--- src/rtl/core/bat_pkg.sv ---
package bat_pkg;

  localparam int WORK_W     = 32;  // linear address / quotient width
  localparam int SPT_W      = 8;   // sectors-per-track divisor width
  localparam int HC_W       = 5;   // head-count divisor width
  localparam int CFG_IDX_W  = 3;
  localparam int CFG_DATA_W = 8;

  // configuration register indexes
  localparam logic [CFG_IDX_W-1:0] CFG_LBA_MODE   = 3'd0;
  localparam logic [CFG_IDX_W-1:0] CFG_SPT        = 3'd1;
  localparam logic [CFG_IDX_W-1:0] CFG_HEAD_COUNT = 3'd2;
  localparam logic [CFG_IDX_W-1:0] CFG_LBA_BASE   = 3'd3;
  localparam logic [CFG_IDX_W-1:0] CFG_CHS_BASE   = 3'd4;

  // reset values
  localparam logic             RST_LBA_MODE   = 1'b0;
  localparam logic [SPT_W-1:0] RST_SPT        = 8'd63;
  localparam logic [HC_W-1:0]  RST_HEAD_COUNT = 5'd16;
  localparam logic [7:0]       RST_LBA_BASE   = 8'd224;
  localparam logic [7:0]       RST_CHS_BASE   = 8'd160;

  localparam logic [3:0] LBA_TOP_MASK = 4'hF;

  typedef struct packed {
    logic [WORK_W-1:0] block_address;
    logic [7:0]        block_count;
    logic [7:0]        command_code;
  } in_word_t;

  typedef struct packed {
    logic [7:0] device_head;
    logic [7:0] sector_count_out;
    logic [7:0] sector_number;
    logic [7:0] cylinder_low;
    logic [7:0] cylinder_high;
    logic [7:0] command_out;
    logic       range_error;
  } out_word_t;

  // what rides along the head-division row: the request and the sector remainder
  typedef struct packed {
    in_word_t         req;
    logic [SPT_W-1:0] sec_rem;
  } mid_word_t;

endpackage

--- src/rtl/core/bat_div_cell.sv ---
// One restoring-division step: brings in one dividend bit, produces one quotient bit.
module bat_div_cell #(
  parameter int DW = bat_pkg::SPT_W,
  parameter int PW = $bits(bat_pkg::in_word_t)
) (
  input  logic                      clk,
  input  logic                      rst_n,
  input  logic                      en,
  input  logic [DW-1:0]             div,
  input  logic                      i_valid,
  input  logic [DW-1:0]             i_rem,
  input  logic [bat_pkg::WORK_W-1:0] i_work,
  input  logic [PW-1:0]             i_pass,
  output logic                      valid_r,
  output logic [DW-1:0]             rem_r,
  output logic [bat_pkg::WORK_W-1:0] work_r,
  output logic [PW-1:0]             pass_r
);

  logic [DW:0]   trial;
  logic [DW:0]   diff;
  logic          ge;
  logic [DW-1:0] rem_nxt;

  always_comb begin
    trial   = {i_rem, i_work[bat_pkg::WORK_W-1]};
    diff    = trial - {1'b0, div};
    ge      = (trial >= {1'b0, div});
    // remainder stays below the divisor, so DW bits hold it
    rem_nxt = ge ? diff[DW-1:0] : trial[DW-1:0];
  end

  always_ff @(posedge clk) begin
    if (!rst_n) begin
      valid_r <= 1'b0;
    end else if (en) begin
      valid_r <= i_valid;
    end
  end

  always_ff @(posedge clk) begin
    if (en) begin
      rem_r  <= rem_nxt;
      work_r <= {i_work[bat_pkg::WORK_W-2:0], ge};
      pass_r <= i_pass;
    end
  end

endmodule

--- src/rtl/core/bat_div_chain.sv ---
// Row of division cells, one per dividend bit. Work leaves as the quotient.
module bat_div_chain #(
  parameter int DW = bat_pkg::SPT_W,
  parameter int PW = $bits(bat_pkg::in_word_t)
) (
  input  logic                      clk,
  input  logic                      rst_n,
  input  logic                      en,
  input  logic [DW-1:0]             div,
  input  logic                      i_valid,
  input  logic [bat_pkg::WORK_W-1:0] i_dividend,
  input  logic [PW-1:0]             i_pass,
  output logic                      o_valid,
  output logic [DW-1:0]             o_rem,
  output logic [bat_pkg::WORK_W-1:0] o_quo,
  output logic [PW-1:0]             o_pass
);

  localparam int N = bat_pkg::WORK_W;

  logic                       vld  [0:N];
  logic [DW-1:0]              rem  [0:N];
  logic [bat_pkg::WORK_W-1:0] work [0:N];
  logic [PW-1:0]              pass [0:N];

  assign vld[0]  = i_valid;
  assign rem[0]  = '0;
  assign work[0] = i_dividend;
  assign pass[0] = i_pass;

  for (genvar k = 0; k < N; k++) begin : g_cell
    bat_div_cell #(
      .DW(DW),
      .PW(PW)
    ) u_cell (
      .clk    (clk),
      .rst_n  (rst_n),
      .en     (en),
      .div    (div),
      .i_valid(vld[k]),
      .i_rem  (rem[k]),
      .i_work (work[k]),
      .i_pass (pass[k]),
      .valid_r(vld[k+1]),
      .rem_r  (rem[k+1]),
      .work_r (work[k+1]),
      .pass_r (pass[k+1])
    );
  end

  assign o_valid = vld[N];
  assign o_rem   = rem[N];
  assign o_quo   = work[N];
  assign o_pass  = pass[N];

endmodule

--- config.mk ---
export PLATFORM = sky130hd
export DESIGN_NAME = bat_div_chain
export DESIGN_NICKNAME = d
export VERILOG_FILES = /design/src/rtl/core/bat_pkg.sv /design/src/rtl/core/bat_div_cell.sv /design/src/rtl/core/bat_div_chain.sv
export SDC_FILE = /design/constraint.sdc
export NUM_CORES = 2
export LEC_CHECK = 0
export ABC_AREA = 1
export BUFFER_PORTS_ARGS = -buffer_cell sky130_fd_sc_hd__buf_2
export CORE_MARGIN = 2
export CORE_UTILIZATION = 56
export CTS_BUF_LIST = sky130_fd_sc_hd__clkbuf_8
export CTS_CLUSTER_SIZE = 25
export DETAILED_ROUTE_END_ITERATION = 10
export GPL_TIMING_DRIVEN = 0
export PLACE_DENSITY = 0.81
export SYNTH_ARGS = -nofsm -noshare
export SYNTH_HDL_FRONTEND = slang
export SYNTH_SLANG_ARGS = --single-unit
--- constraint.sdc ---
create_clock -name clk -period 3.6 [get_ports clk]
set_input_delay 1.08 -clock clk [delete_from_list [all_inputs] [get_ports clk]]
set_output_delay 1.08 -clock clk [all_outputs]
set_load 0.01 [all_outputs]
==> results.md <==
* Setup bufs post-CTS at 0
* Worst Path Class, Setup: in2reg
* Critical-path cell list: buf_12, buf_16, buf_16, buf_16, clkbuf_1, o21ai_0, nor2_1
* Worst Skew at between 0.06 and 0.07 ns
* Post-Place Cells at roughly 8,700
* Reg clk slew, reported paths at ~0.070 ns
* Layout Nets at just over 7,000
* Fmax at 297 MHz
* CP Launch Type: input port
* Hpwl dp at approximately 80 mm
* Die area at approximately 0.19 mm^2
* Buf+Inv Stages, Crit Path at 5
* Setup slack at placement at -1.53 ns
* Hold EP: g_cell[0].u_cell.work_r[4]$_DFFE_PP_
* CTS sink cnt at 2,848
* Final Wtd Congestion at 0.795
* Leakage at roughly 45 nW
* Relative slew margins at 0.340
* Met2 Wirelength at around 67 mm
* VDD IR max at 0.388 mV
* Initial antenna violation count at 1
* Post-Syn Instances at 6,166
* CP required at 4.60 ns
* DR pass1 iterations at 6
* RSZ-0062 raised after global routing: no
* Tot GR Track Use at 0.157
* Final non-filler cell total at around 9,500
* Main area contributors after synthesis: edfxtp_1 83%, nand2_1 5.0%, ha_1 3.1%
* Largest stage delay, worst path at about 0.67 ns
* Tmin final at approximately 3.4 ns
* Clock buffer depth at 4
* Top_reg_cell synth: edfxtp_1
* CTS buffer count at 435
* Met1 WL at 65.3 mm
* CP Capture Type: flop
* Outcome: finished, final reports clean
* Type of the worst min-delay path: in2reg
* Antenna Nets Post-Route at 0
* Commonest cells post-synth: 2,816 x edfxtp_1, 1,365 x nand2_1, 534 x inv_1
* WL per Instance at ~15 um
* Share of Yosys cell area claimed by the top area cell type at 0.827
* Standard-cell rows at between 150 and 200
* Reg2reg start: g_cell[7].u_cell.rem_r[1]$_DFFE_PP_
* Number of max-cap violations at 0
* Worst-path maximum fanout at between 150 and 200
* Yosys cell types at 35
* Synth Cell Area at ~0.1 mm^2
* Area Overhead vs Synth at 12.1%
* Die width at 431 um
* Setup violations, final at 0
* WL final at around 140 mm
* Post-synth EDFFs at roughly 2,800
* Largest net degree at the start of global routing at about 320
* Critical hold path startpoint: i_dividend[3]
* Post-route setup slack at ~0.23 ns
* Final hold slack at 0.187 ns
* 1st-iter DRT viols at ~3,200
* #FFs+latches synth at ~2,800
* Clk_lat worst skew at between 1 and 1.5 ns
* Worst R2R End: g_cell[8].u_cell.rem_r[7]$_DFFE_PP_
* First-pass GRT wire length at about 230 mm
* CORE AREA at 0.181 mm^2
* Via count at around 47,000
* CTS H-tree lvls at 5
* Stages on the worst setup path at 7
* Flop2flop setup slack at 1.47 ns
* Sequential area share after synthesis at 0.833
* Worst-Margin Slew at 0.990 ns
* Crit path DAT at around 4.4 ns
* Port Buffers at 180
* Top Metal Used: met4
* Final max-slew violation count at 0
* Vias in the first global route at around 46,000
* Post-Syn Nets at 6,539
* Most numerous cell on the critical path: buf_16
* Final Hold Violating Endpoints at 0
* CTS tree: yes
* Hold Path Cell Cnt at 1
* DR vias/cell at between 4 and 5
* Crit-path slowest cell: buf_16
* Post-synthesis area per instance at 16.6 um^2
* Largest delay contributor family on the critical path: buffers and inverters
* Reg2Reg Depth at 9
* Starting density of the core at 0.565
* Post-synth ARST share at 0
* Chip Height at 431 um
* Routed wl met3 at about 7.3 mm
* Count leader, synth: edfxtp_1
* # IOs at 181
* Synthesis warning total at 0
* CTS root buf: clkbuf_8
* Layout cells sized above 1 at 0.118
* Period utilisation layout at 0.936
* Quantity of hold-fixing buffers added after cts at 0
* Remaining DRCs at 0
* Dominant cell type by area after synthesis: edfxtp_1
* PD cells at between 700 and 800 mW/mm^2
* GRT overflow at 0
-- cell type report --
cell class / instances / area, um^2
Clock inverter: 315 / 1640
Multi-Input combinational cell: 2759 / 15000
Fill cell: 12400 / 66500
Sequential cell: 2848 / 85200
Buffer: 20 / 119
Clock buffer: 447 / 6150
Tap cell: 2370 / 2970
Antenna cell: 1 / 2.50
Timing Repair Buffer: 204 / 1580
Inverter: 539 / 2040
-- worst max-delay path by stage --
stage | start | to | slack (ns)
2_1_floorplan | div[6] | g_cell[11].u_cell.rem_r[7]$_DFFE_PP_ | 0.50
3_5_place_dp | en | g_cell[31].u_cell.pass_r[3]$_DFFE_PP_ | -1.53
4_1_cts | en | g_cell[30].u_cell.pass_r[41]$_DFFE_PP_ | 0.11
3_3_place_gp | en | g_cell[31].u_cell.valid_r$_SDFFE_PN0P_ | -44.58
6_report | en | g_cell[9].u_cell.valid_r$_SDFFE_PN0P_ | 0.23
5_1_grt | en | g_cell[9].u_cell.valid_r$_SDFFE_PN0P_ | 0.004
-- registers in the layout (all words and copies together) (netlist names) --
signal,flops
g_cell.u_cell.pass_r,1536
g_cell.u_cell.work_r,1024
g_cell.u_cell.rem_r,256
g_cell.u_cell.valid_r,32
-- per-stage QoR --
stage | setup TNS, ns | power (W) | util | instance area [um^2]
after global placement | - | 0.0587 | 0.586 | 106000
after detailed placement | -818.02 | 0.0573 | 0.590 | 107000
after floorplan | 0 | 0.0531 | - | 102000
after global routing | 0 | 0.0853 | 0.633 | 115000
final | 0 | 0.0803 | 0.633 | 115000
after CTS | 0 | 0.0814 | 0.633 | 115000
-- where the power goes --
group          leakage, nW  switching (W)  internal, W
Combinational         12.2        0.00929      0.00507
Sequential            27.8        0.00145       0.0409
Clock                 4.51         0.0112       0.0124
-- cell families after synthesis --
| group | synth area share |
|---|---|
| and+or+nand+nor | 0.0946 |
| xor gates and xnor gates | 0.00796 |
| DFF | 0.833 |
| adders and majority gates | 0.0366 |
| AOI/OAI and AO/OA | 0.00708 |
| buffers and inverters | 0.0209 |
-- what timing repair did --
action | CTS | global route
setup endpoints to repair | 178 | 184
resized for setup | 0 | 0
hold endpoints to repair | 0 | 0
gates cloned | 1 | 2
-- layer usage --
| layer | GRT usage | vias up |
|---|---|---|
| met3 | 0.0359 | 355 |
| met5 | 0 | - |
| li1 | - | 23500 |
| met1 | 0.219 | 21600 |
| met2 | 0.241 | 1121 |
| met4 | 0.0672 | 0 |
-- cell usage in the layout, fill, tap and decap left out, types with 31 or more instances in the layout --
master / instances
edfxtp_1: 2816
nand2_1: 1365
inv_1: 672
nand3_1: 447
clkbuf_8: 447
ha_1: 250
nor2_1: 239
buf_2: 182
clkinv_1: 105
a21oi_1: 82
nand4_1: 58
xor2_1: 57
clkinv_2: 42
xnor2_1: 36
nand2_2: 33
o21ai_0: 33
dfxtp_1: 32
nor3_1: 31
fa_1: 31
-- worst register-to-register path: cells and delay by family (launching register included) --
kind	cells	cell delay (ns)
AND/OR/NAND/NOR	8	1.07
flip-flops	1	0.43
adder cells (fa/ha/maj)	1	0.40
(Power assumes the default switching activity.)
